**src/hw/rtl/tts_pkg.sv**
```systemverilog
`timescale 1ns / 1ps

package tts_pkg;

    // Command codes carried in the mode field
    localparam logic [1:0] MODE_TICK     = 2'd0;
    localparam logic [1:0] MODE_ADD      = 2'd1;
    localparam logic [1:0] MODE_DELETE   = 2'd2;
    localparam logic [1:0] MODE_DISPATCH = 2'd3;

    // At most this many run results per dispatch command
    localparam int RESULT_LIMIT = 16;
    localparam int RES_CNT_W    = $clog2(RESULT_LIMIT + 1);

    localparam logic [7:0] PEND_MAX = 8'hFF;

    typedef struct packed {
        logic [1:0]  mode;
        logic [15:0] task_tag;
        logic [31:0] start_delay;
        logic [31:0] period;
        logic [3:0]  slot;
    } tts_cmd_t;

    typedef struct packed {
        logic [3:0]  slot_out;
        logic [15:0] tag_out;
        logic        run_valid;
        logic        table_full;
        logic        last;
    } tts_res_t;

    // One table entry as held in the slot RAM (used marks live in flops)
    typedef struct packed {
        logic [15:0] tag;
        logic [31:0] delay;
        logic [31:0] period;
        logic [7:0]  pend;
    } tts_entry_t;

    // Slot update decision from the per-slot unit
    typedef struct packed {
        logic       wr;
        logic       emit;
        logic       free;
        tts_entry_t entry;
    } tts_upd_t;

endpackage

```
**src/hw/rtl/tick_task_timer_scheduler.sv**
```systemverilog
`timescale 1ns / 1ps

// Tick task timer scheduler: a table of MAX_TASKS timer slots in a RAM.
// Command channel: cmd is taken at a clock edge with start high and busy low.
// cmd.mode picks tick, add, delete or dispatch.
// Result channel: res holds one result for the single cycle res_strobe is
// high; the receiver has no back pressure and must take it then.
// Add and delete: one result the cycle after the command, busy stays low,
// so these can be issued every cycle.
// Tick and dispatch: walk the slot RAM one slot per cycle (read, update,
// write back). busy stays high through the walk and the finishing state,
// and the final result shows in the cycle busy falls; no new command is
// taken while busy. The single RAM read port paces the walk. Dispatch
// gives one result per slot with pending runs (at most 16), in slot
// order; last marks the final one.
// A dispatch with nothing due, and every tick, give one empty result with
// last set. Because the last flag needs look-ahead, each run result is held
// until the next one is found or the walk ends.
// Reset clears all used marks at once; the RAM contents only matter for
// used slots, so no clearing pass is needed.

module tick_task_timer_scheduler
    import tts_pkg::*;
#(
    parameter int MAX_TASKS = 16
) (
    input  logic     clk,
    input  logic     rst_n,
    input  logic     start,
    output logic     busy,
    input  tts_cmd_t cmd,
    output logic     res_strobe,
    output tts_res_t res
);

    localparam int IDX_W = $clog2(MAX_TASKS);
    localparam int CNT_W = IDX_W + 1;

    localparam logic [1:0] ST_IDLE = 2'd0;
    localparam logic [1:0] ST_WALK = 2'd1;
    localparam logic [1:0] ST_FIN  = 2'd2;

    function automatic logic [3:0] to_slot(input logic [IDX_W-1:0] i);
        logic [IDX_W+3:0] e;
        e = {4'b0, i};
        return e[3:0];
    endfunction

    // control state
    logic [1:0]           state_reg, state_next;
    logic                 is_tick_reg, is_tick_next;
    logic [CNT_W-1:0]     rd_idx_reg, rd_idx_next;
    logic                 s1_vld_reg, s1_vld_next;
    logic [IDX_W-1:0]     s1_idx_reg, s1_idx_next;
    logic [RES_CNT_W-1:0] res_cnt_reg, res_cnt_next;
    logic                 hold_vld_reg, hold_vld_next;
    logic                 res_strobe_reg, res_strobe_next;
    logic [MAX_TASKS-1:0] used_reg, used_next;

    // payload
    tts_res_t             hold_reg, hold_next;
    tts_res_t             res_reg, res_next;

    // RAM ports
    logic                 mem_we;
    logic [IDX_W-1:0]     mem_waddr;
    tts_entry_t           mem_wdata;
    logic                 mem_rd_en;
    tts_entry_t           mem_rdata;

    tts_upd_t             upd;
    logic                 accept;
    logic                 free_found;
    logic [IDX_W-1:0]     free_idx;
    logic [IDX_W+3:0]     del_ext;
    logic                 del_in_range;

    assign accept = start && !busy;
    assign busy   = (state_reg != ST_IDLE);

    // lowest free slot
    always_comb
    begin
        free_found = 1'b0;
        free_idx   = '0;
        for (int i = MAX_TASKS - 1; i >= 0; i--)
        begin
            if (!used_reg[i])
            begin
                free_found = 1'b1;
                free_idx   = IDX_W'(i);
            end
        end
    end

    assign del_ext      = {{IDX_W{1'b0}}, cmd.slot};
    assign del_in_range = (32'(cmd.slot) < MAX_TASKS);

    tts_mem #(
        .DEPTH (MAX_TASKS),
        .AW    (IDX_W)
    ) u_mem (
        .clk   (clk),
        .we    (mem_we),
        .waddr (mem_waddr),
        .wdata (mem_wdata),
        .rd_en (mem_rd_en),
        .raddr (rd_idx_reg[IDX_W-1:0]),
        .rdata (mem_rdata)
    );

    tts_slot_alu u_alu (
        .is_tick (is_tick_reg),
        .used    (used_reg[s1_idx_reg]),
        .room    (res_cnt_reg < RES_CNT_W'(RESULT_LIMIT)),
        .entry   (mem_rdata),
        .upd     (upd)
    );

    always_comb
    begin
        state_next      = state_reg;
        is_tick_next    = is_tick_reg;
        rd_idx_next     = rd_idx_reg;
        s1_vld_next     = 1'b0;
        s1_idx_next     = s1_idx_reg;
        res_cnt_next    = res_cnt_reg;
        hold_vld_next   = hold_vld_reg;
        hold_next       = hold_reg;
        res_strobe_next = 1'b0;
        res_next        = res_reg;
        used_next       = used_reg;
        mem_we          = 1'b0;
        mem_waddr       = s1_idx_reg;
        mem_wdata       = upd.entry;
        mem_rd_en       = 1'b0;

        case (state_reg)
            ST_IDLE:
            begin
                if (accept)
                begin
                    res_strobe_next = 1'b1;
                    res_next        = '0;
                    res_next.last   = 1'b1;
                    case (cmd.mode)
                        MODE_ADD:
                        begin
                            if (free_found)
                            begin
                                mem_we               = 1'b1;
                                mem_waddr            = free_idx;
                                mem_wdata.tag        = cmd.task_tag;
                                mem_wdata.delay      = cmd.start_delay;
                                mem_wdata.period     = cmd.period;
                                mem_wdata.pend       = 8'd0;
                                used_next[free_idx]  = 1'b1;
                                res_next.slot_out    = to_slot(free_idx);
                            end
                            else
                            begin
                                res_next.table_full = 1'b1;
                            end
                        end
                        MODE_DELETE:
                        begin
                            if (del_in_range)
                            begin
                                used_next[del_ext[IDX_W-1:0]] = 1'b0;
                            end
                        end
                        default:
                        begin
                            // tick or dispatch: start the slot walk
                            res_strobe_next = 1'b0;
                            is_tick_next    = (cmd.mode == MODE_TICK);
                            rd_idx_next     = '0;
                            res_cnt_next    = '0;
                            hold_vld_next   = 1'b0;
                            state_next      = ST_WALK;
                        end
                    endcase
                end
            end

            ST_WALK:
            begin
                // read stage
                if (rd_idx_reg < CNT_W'(MAX_TASKS))
                begin
                    mem_rd_en   = 1'b1;
                    s1_vld_next = 1'b1;
                    s1_idx_next = rd_idx_reg[IDX_W-1:0];
                    rd_idx_next = rd_idx_reg + CNT_W'(1);
                end
                // update and write-back stage
                if (s1_vld_reg)
                begin
                    mem_we = upd.wr;
                    if (upd.free)
                    begin
                        used_next[s1_idx_reg] = 1'b0;
                    end
                    if (upd.emit)
                    begin
                        res_cnt_next = res_cnt_reg + RES_CNT_W'(1);
                        if (hold_vld_reg)
                        begin
                            res_strobe_next = 1'b1;
                            res_next        = hold_reg;
                        end
                        hold_vld_next       = 1'b1;
                        hold_next           = '0;
                        hold_next.slot_out  = to_slot(s1_idx_reg);
                        hold_next.tag_out   = mem_rdata.tag;
                        hold_next.run_valid = 1'b1;
                    end
                    if (s1_idx_reg == IDX_W'(MAX_TASKS - 1))
                    begin
                        state_next = ST_FIN;
                    end
                end
            end

            ST_FIN:
            begin
                res_strobe_next = 1'b1;
                if (hold_vld_reg)
                begin
                    res_next = hold_reg;
                end
                else
                begin
                    res_next = '0;
                end
                res_next.last = 1'b1;
                hold_vld_next = 1'b0;
                state_next    = ST_IDLE;
            end

            default:
            begin
                state_next = ST_IDLE;
            end
        endcase
    end

    always_ff @(posedge clk or negedge rst_n)
    begin
        if (!rst_n)
        begin
            state_reg      <= ST_IDLE;
            is_tick_reg    <= 1'b0;
            rd_idx_reg     <= '0;
            s1_vld_reg     <= 1'b0;
            s1_idx_reg     <= '0;
            res_cnt_reg    <= '0;
            hold_vld_reg   <= 1'b0;
            res_strobe_reg <= 1'b0;
            used_reg       <= '0;
        end
        else
        begin
            state_reg      <= state_next;
            is_tick_reg    <= is_tick_next;
            rd_idx_reg     <= rd_idx_next;
            s1_vld_reg     <= s1_vld_next;
            s1_idx_reg     <= s1_idx_next;
            res_cnt_reg    <= res_cnt_next;
            hold_vld_reg   <= hold_vld_next;
            res_strobe_reg <= res_strobe_next;
            used_reg       <= used_next;
        end
    end

    always_ff @(posedge clk)
    begin
        hold_reg <= hold_next;
        res_reg  <= res_next;
    end

    assign res_strobe = res_strobe_reg;
    assign res        = res_reg;

`ifndef ASSERT_OFF
    a_run_not_full : assert property (@(posedge clk) disable iff (!rst_n)
        res_strobe |-> !(res.run_valid && res.table_full))
        else $error("run and full flags both set");

    a_nonlast_is_run : assert property (@(posedge clk) disable iff (!rst_n)
        (res_strobe && !res.last) |-> res.run_valid)
        else $error("non-final result that names no task");

    a_res_limit : assert property (@(posedge clk) disable iff (!rst_n)
        res_cnt_reg <= RES_CNT_W'(RESULT_LIMIT))
        else $error("dispatch result count above limit");

    a_walk_ends : assert property (@(posedge clk) disable iff (!rst_n)
        (s1_vld_reg && s1_idx_reg == IDX_W'(MAX_TASKS - 1)) |=> state_reg == ST_FIN)
        else $error("walk did not finish after last slot");
`endif

endmodule

```
**src/hw/rtl/tts_mem.sv**
```systemverilog
`timescale 1ns / 1ps

module tts_mem
    import tts_pkg::*;
#(
    parameter int DEPTH = 16,
    parameter int AW    = 4
) (
    input  logic             clk,
    input  logic             we,
    input  logic [AW-1:0]    waddr,
    input  tts_entry_t       wdata,
    input  logic             rd_en,
    input  logic [AW-1:0]    raddr,
    output tts_entry_t       rdata
);

    tts_entry_t mem [DEPTH];
    tts_entry_t rdata_reg;

    always_ff @(posedge clk)
    begin
        if (we)
        begin
            mem[waddr] <= wdata;
        end
    end

    always_ff @(posedge clk)
    begin
        if (rd_en)
        begin
            rdata_reg <= mem[raddr];
        end
    end

    assign rdata = rdata_reg;

endmodule

```
**src/hw/rtl/tts_slot_alu.sv**
```systemverilog
`timescale 1ns / 1ps

module tts_slot_alu
    import tts_pkg::*;
(
    input  logic       is_tick,
    input  logic       used,
    input  logic       room,
    input  tts_entry_t entry,
    output tts_upd_t   upd
);

    always_comb
    begin
        upd       = '0;
        upd.entry = entry;
        if (is_tick)
        begin
            upd.wr = used;
            if (entry.delay == 32'd0)
            begin
                if (entry.pend != PEND_MAX)
                begin
                    upd.entry.pend = entry.pend + 8'd1;
                end
                if (entry.period != 32'd0)
                begin
                    upd.entry.delay = entry.period;
                end
            end
            else
            begin
                upd.entry.delay = entry.delay - 32'd1;
            end
        end
        else
        begin
            // dispatch: one run taken off, one-shot slots freed
            upd.emit       = used && (entry.pend != 8'd0) && room;
            upd.wr         = upd.emit;
            upd.entry.pend = entry.pend - 8'd1;
            upd.free       = upd.emit && (entry.period == 32'd0);
        end
    end

endmodule
```
**config.mk**
```make
export PLATFORM = sky130hd
export DESIGN_NAME = tick_task_timer_scheduler
export DESIGN_NICKNAME = d
export VERILOG_FILES = /design/src/hw/rtl/tts_pkg.sv /design/src/hw/rtl/tick_task_timer_scheduler.sv /design/src/hw/rtl/tts_mem.sv /design/src/hw/rtl/tts_slot_alu.sv
export SDC_FILE = /design/constraint.sdc
export NUM_CORES = 2
export LEC_CHECK = 0
export CELL_PAD_IN_SITES_DETAIL_PLACEMENT = 0
export CELL_PAD_IN_SITES_GLOBAL_PLACEMENT = 1
export CORE_ASPECT_RATIO = 2
export CORE_MARGIN = 3
export CORE_UTILIZATION = 51
export DETAILED_ROUTE_END_ITERATION = 12
export DONT_BUFFER_PORTS = 1
export PLACE_DENSITY_LB_ADDON = 0.1
export SLEW_MARGIN = 20
export SYNTH_ARGS = -nofsm -noshare
export SYNTH_HDL_FRONTEND = slang
export SYNTH_SLANG_ARGS = --single-unit
export TNS_END_PERCENT = 10
```
**constraint.sdc**
```tcl
create_clock -name clk -period 7.9 [get_ports clk]
set_input_delay 0.395 -clock clk [delete_from_list [all_inputs] [get_ports clk]]
set_output_delay 0.395 -clock clk [all_outputs]
set_load 0.03 [all_outputs]
```
# After elaboration in Yosys (flattened, before gate mapping)
# Memories as Yosys holds them, arrays and structs flattened. A register that Yosys moved wholly into a read port is not among the register bits.
# Cells that the tools add are included.
# Widths: inputs -> output; s select.
# classes
eq_ne	16
add_sub_neg	5
bitwise	6
mux	104
order_cmp	8
reduce_logical	27
# ops
operator	count
$mux 88	4
$mux 23	5
$mux 32	3
$mux 4	22
$pmux 23 s3	1
$logic_not 32->1	2
$mux 16	4
$pmux 16 s2	2
$mux 1	40
$and 16x16->16	2
$not 16->16	2
$reduce_bool 32->1	1
$sub 32x1->32 const B	1
$mux 5	5
$mux 8	3
$pmux 5 s2	2
$or 16x16->16	1
$lt 4x5->1 const B	3
$reduce_and 5->1	3
$demux 1 s4	3
$ge 4x1->1 const B	3
$ne 2x2->1 const B	6
$add 5x1->5 const B	2
$lt 5x5->1 const B	2
other kinds (26)	44
# totals
elab_cells	183
reg_bits	79
ramBits	1408
memories	1
output_inout_bits	25
# mem_list
memory	depth	word_bits	rd	rd_clocked_by_memory_dff	wr	line	source
u_mem.mem	16	88	1	1	1	tts_mem.sv:18	tts_entry_t mem [DEPTH];

# Longest topological paths before layout
# depth
word_depth	25
mapped_depth	10
depth_no_buf	8

# Cells and area by module
# From an unflattened synthesis, not the netlist that was laid out.
# hier_totals
hier_cells	3144
hier_area_um2	62942.9
# modules_own_cells
module	cells_per_inst	area_each_um2	seq_area_each_um2	n_inst
tts_mem	2256	55241.7	44923.1	1
tick_task_timer_scheduler	498	5265.0	2192.1	1
tts_slot_alu	390	2436.1	0.0	1

# Worst setup path after synthesis
# No wires, ideal clock.
# synth_timing
path_kind	register to register
startpoint	register used_reg[0]
endpoint	memory u_mem.mem[0][0] (netlist name) (enable)
required_ps	7257
path_buffers	2
path_stages_with_launch	7
arrival_time_ps	7986
slack_ps	-729
synth_period_minus_slack_ps	8629
setup_time_ps	643
cell_sequence	dfrtp_1 -> clkbuf_1 -> nand4_1 -> o41ai_2 -> clkbuf_1 -> o21ai_1 -> nor3_1
# synth_between
elab_chain_len	9
elab_cells_between_ends	18
classes_between	mux (16); reduce/logical (2)
# synth_rtl
element	line	source
start: declaration	tick_task_timer_scheduler.sv:58	logic [MAX_TASKS-1:0] used_reg, used_next;
start signal: assignment	tick_task_timer_scheduler.sv:272	used_reg <= used_next;
$bmux 1 s4	tick_task_timer_scheduler.sv:114	.used (used_reg[s1_idx_reg]),
$mux 1 (implied by the code)	tick_task_timer_scheduler.sv:114	
$logic_and 1x1->1 (2 in a row)	tts_slot_alu.sv:39	upd.emit = used && (entry.pend != 8'd0) && room;
$mux 1	tts_slot_alu.sv:17	if (is_tick)
$mux 1	tick_task_timer_scheduler.sv:197	if (s1_vld_reg)
$pmux 1 s2	tick_task_timer_scheduler.sv:138	case (state_reg)
$mux 1	tts_mem.sv:23	if (we)
$mux 1 (implied by the code)	tts_mem.sv:25	mem[waddr] <= wdata;
end: declaration	tts_mem.sv:18	
# Parallel ways exist; a longest one is shown, timed or not. The select of a mux whose other input is x is not followed.

==> results.cfg <==
[layout]
fillers = 8924
layout-drive-gt1-share_pct = 24.4
largest_reg_flops = 1408
area_growth_pct = 10.9
layout_common_cells = edfxtp_1, mux4_2, nand2_1
final_cell_count_no_fill = 4711
final_common_cell = edfxtp_1
nets = 3149

[synthesis]
synthTopCellsByArea = edfxtp_1, mux4_2, dfrtp_1, nand2_1, o21ai_0
synth_top_cell_by_area = edfxtp_1
syn_area_mm2 = 0.0622
synth.distinct_cells = 73
ys_seq_area_share_pct = 75.7
yosys_warnings = 0
synth_ff_type = edfxtp_1
synth-edff-count = 1539
syn_inst = 2993
synth_fp_nets = 3095
async_reset_ff_share_pct = 2.29
netlist.area_leader.share_pct = 74.3
yosys_register_bits = 1575
synth_area_per_cell_um2 = 20.8

[timing]
max_slew_margin_pct = 28.3
max_freq_mhz = 224
grt_setup_unrepaired = false
period_share_pct = 56.4
fin_crit_ps = 4460
clock_skew_ps = 29.3
drv_slew = 0
fin_hold_ws_ps = 69.5
setup_viol = 0
fin_setup_tns_ps = 0
worst_pin_slew_ps = 1080
finalHoldViolCount = 0

[floorplanning]
core_region_area_mm2 = 0.121
initial_utilization_pct = 51.6
die_w_um = 253
die_area_mm2 = 0.127
num_io_pins = 114
die_h_um = 500
row_count = 180

[job]
maxCapViolCount = 0

[pwr]
combPwrFrac_pct = 19.8
p_per_area_mw_per_mm2 = 323
p_leak_nw = 21.1
switchingPower_mw = 6.36
ir_drop_uv = 257
fin_total_pwr_mw = 22.3
sw_frac_of_total_pct = 28.5
seq_power_share_pct = 50.5
internal_power_mw = 16.0
clkPwrFrac_pct = 29.6

[grt]
grt_antenna_before_repair = 8
grt_first_pass_wirelength_um = 230000
first_global_vias = 32100
grt_use_total_pct = 25.6
grt_remaining_overflow = 0
grt_start_max_net_pins = 107

[placement]
gp_congestion = 0.884
hpwl_um = 87400
io_buffers = 0
placedCellCount = 4440

[critical_path]
end_kind = register
path_cells = or4_4 -> nor4_4 -> nand4_4 -> o21ai_1 -> o21ai_0 -> a31oi_1
crit_required_ps = 8300
cp-start-kind = register
cpMaxStageDelayCell = a31oi_1
slowest_delay_ps = 850
crit_fanout = 28
cp_top_family = compound AO/OA/AOI/OAI gates
worst_ep_arrival_time_ps = 4850
critPathKind = reg2reg
crit_buf_inv = 0

[clocking]
numCtsBuffers = 139
ctsResizeCount = 0
cts-htree-levels = 4
cts_tree = yes
postCtsHoldBufs = 9
post_cts.repair.setup_buffers = 0
insertion_delay_ps = 760
clockBufferDepth = 3
path_clk_slew_ps = 70
cts.sinks = 1575
clockRootBuffer = clkbuf_16

[min_path]
hp-class = in2reg

[drt]
wl_um = 158000
drt_iter0_markers = 2695
antenna_left = 0
first_pass_iters = 5
viasPerCell = 6.48
drc = 0
dr_total_vias = 30500
wl_per_cell_um = 33.5

[status]
status = complete, no violations
cells in the mapped netlist, types with 7 or more instances:
library cell	n
edfxtp_1	1539
mux4_2	442
nand2_1	222
clkbuf_1	95
o21ai_0	72
nor2_1	70
nor3_1	53
buf_1	42
a21oi_1	36
dfrtp_1	36
inv_1	30
a31oi_1	29
and2_1	27
nor4_1	24
nand3_1	22
nand4_1	19
nand2b_1	17
and3_1	14
buf_2	14
o21a_1	14
ha_1	13
mux2i_1	13
o211ai_1	11
o31ai_1	10
a22oi_1	8
mux2_2	8
o41ai_1	8
or4_1	8
nor2b_1	7
or2_2	7
worst min-delay path, stage by stage:
cell      delay [ps]
or4_1            130
o311ai_0         130
o211ai_1         110
area by class of cell:
class	count	area, um^2	area share [%]
multi-input combinational	1235	14700	21.2
clock buffer	166	3670	5.32
inverter	30	115	0.167
antenna	6	15.0	0.0217
tap	1547	1940	2.80
timing repair buffer	66	788	1.14
clock inverter	86	707	1.02
sequential	1575	47100	68.3
path summary, 6_finish.rpt:
| path | startpoint | cells after the start | endpoint | slack [ps] |
|---|---|---|---|---|
| min | cmd[0] | 3 | used_reg[0] | 70 |
| min in group asynchronous | rst_n | 2 | used_reg[1] | 120 |
| max in group asynchronous | rst_n | 2 | rd_idx_reg[1] | 7510 |
| max reg2reg | u_mem.rdata[49] | 6 | u_mem.mem[2][55] | 3440 |
| max | u_mem.rdata[49] | 6 | u_mem.mem[2][55] | 3440 |
| min reg2reg | u_mem.rdata[76] | 0 | hold_reg[7] | 450 |
power by group through the flow:
stage / combinational (mW) / clock (mW) / sequential, mW
after floorplan: 3.05 / 0 / 11.1
final: 4.42 / 6.62 / 11.3
after detailed placement: 4.42 / 0 / 11.5
after CTS: 4.45 / 6.78 / 11.3
after global placement: 4.34 / 0 / 11.5
after global routing: 4.78 / 7.05 / 11.3
layer usage:
layer	share of wire [%]	wire length (um)	vias to the layer above	GRT usage (%)
met3	5.3	8310	278	4.01
met5	0.023	37	-	0
met1	37	58400	16600	31.7
met4	2.9	4590	4	7.60
li1	-	-	12600	-
met2	55	86400	1055	46.5
cells by family (layout without fill, tap and decap cells):
logic type	count (synthesis)	in the layout	synth area share, %
compound gates	243	243	2.55
xor+xnor	4	4	0.0563
fa+ha+maj	13	13	0.261
buf+inv	183	348	1.15
flops	1575	1575	75.7
mux	463	463	16.3
other cells	0	6	0
simple gates	512	512	3.94
metrics by stage:
step           utilization (%)  setup slack (ps)  instance area, um^2
2_1_floorplan                -              -729                62200
3_3_place_gp              53.3              3530                64400
3_5_place_dp              53.3              3280                64400
4_1_cts                   57.1              3210                68900
5_1_grt                   57.2              3100                69000
6_report                  57.2              3440                69000
Power figures use the tool's default switching activity.
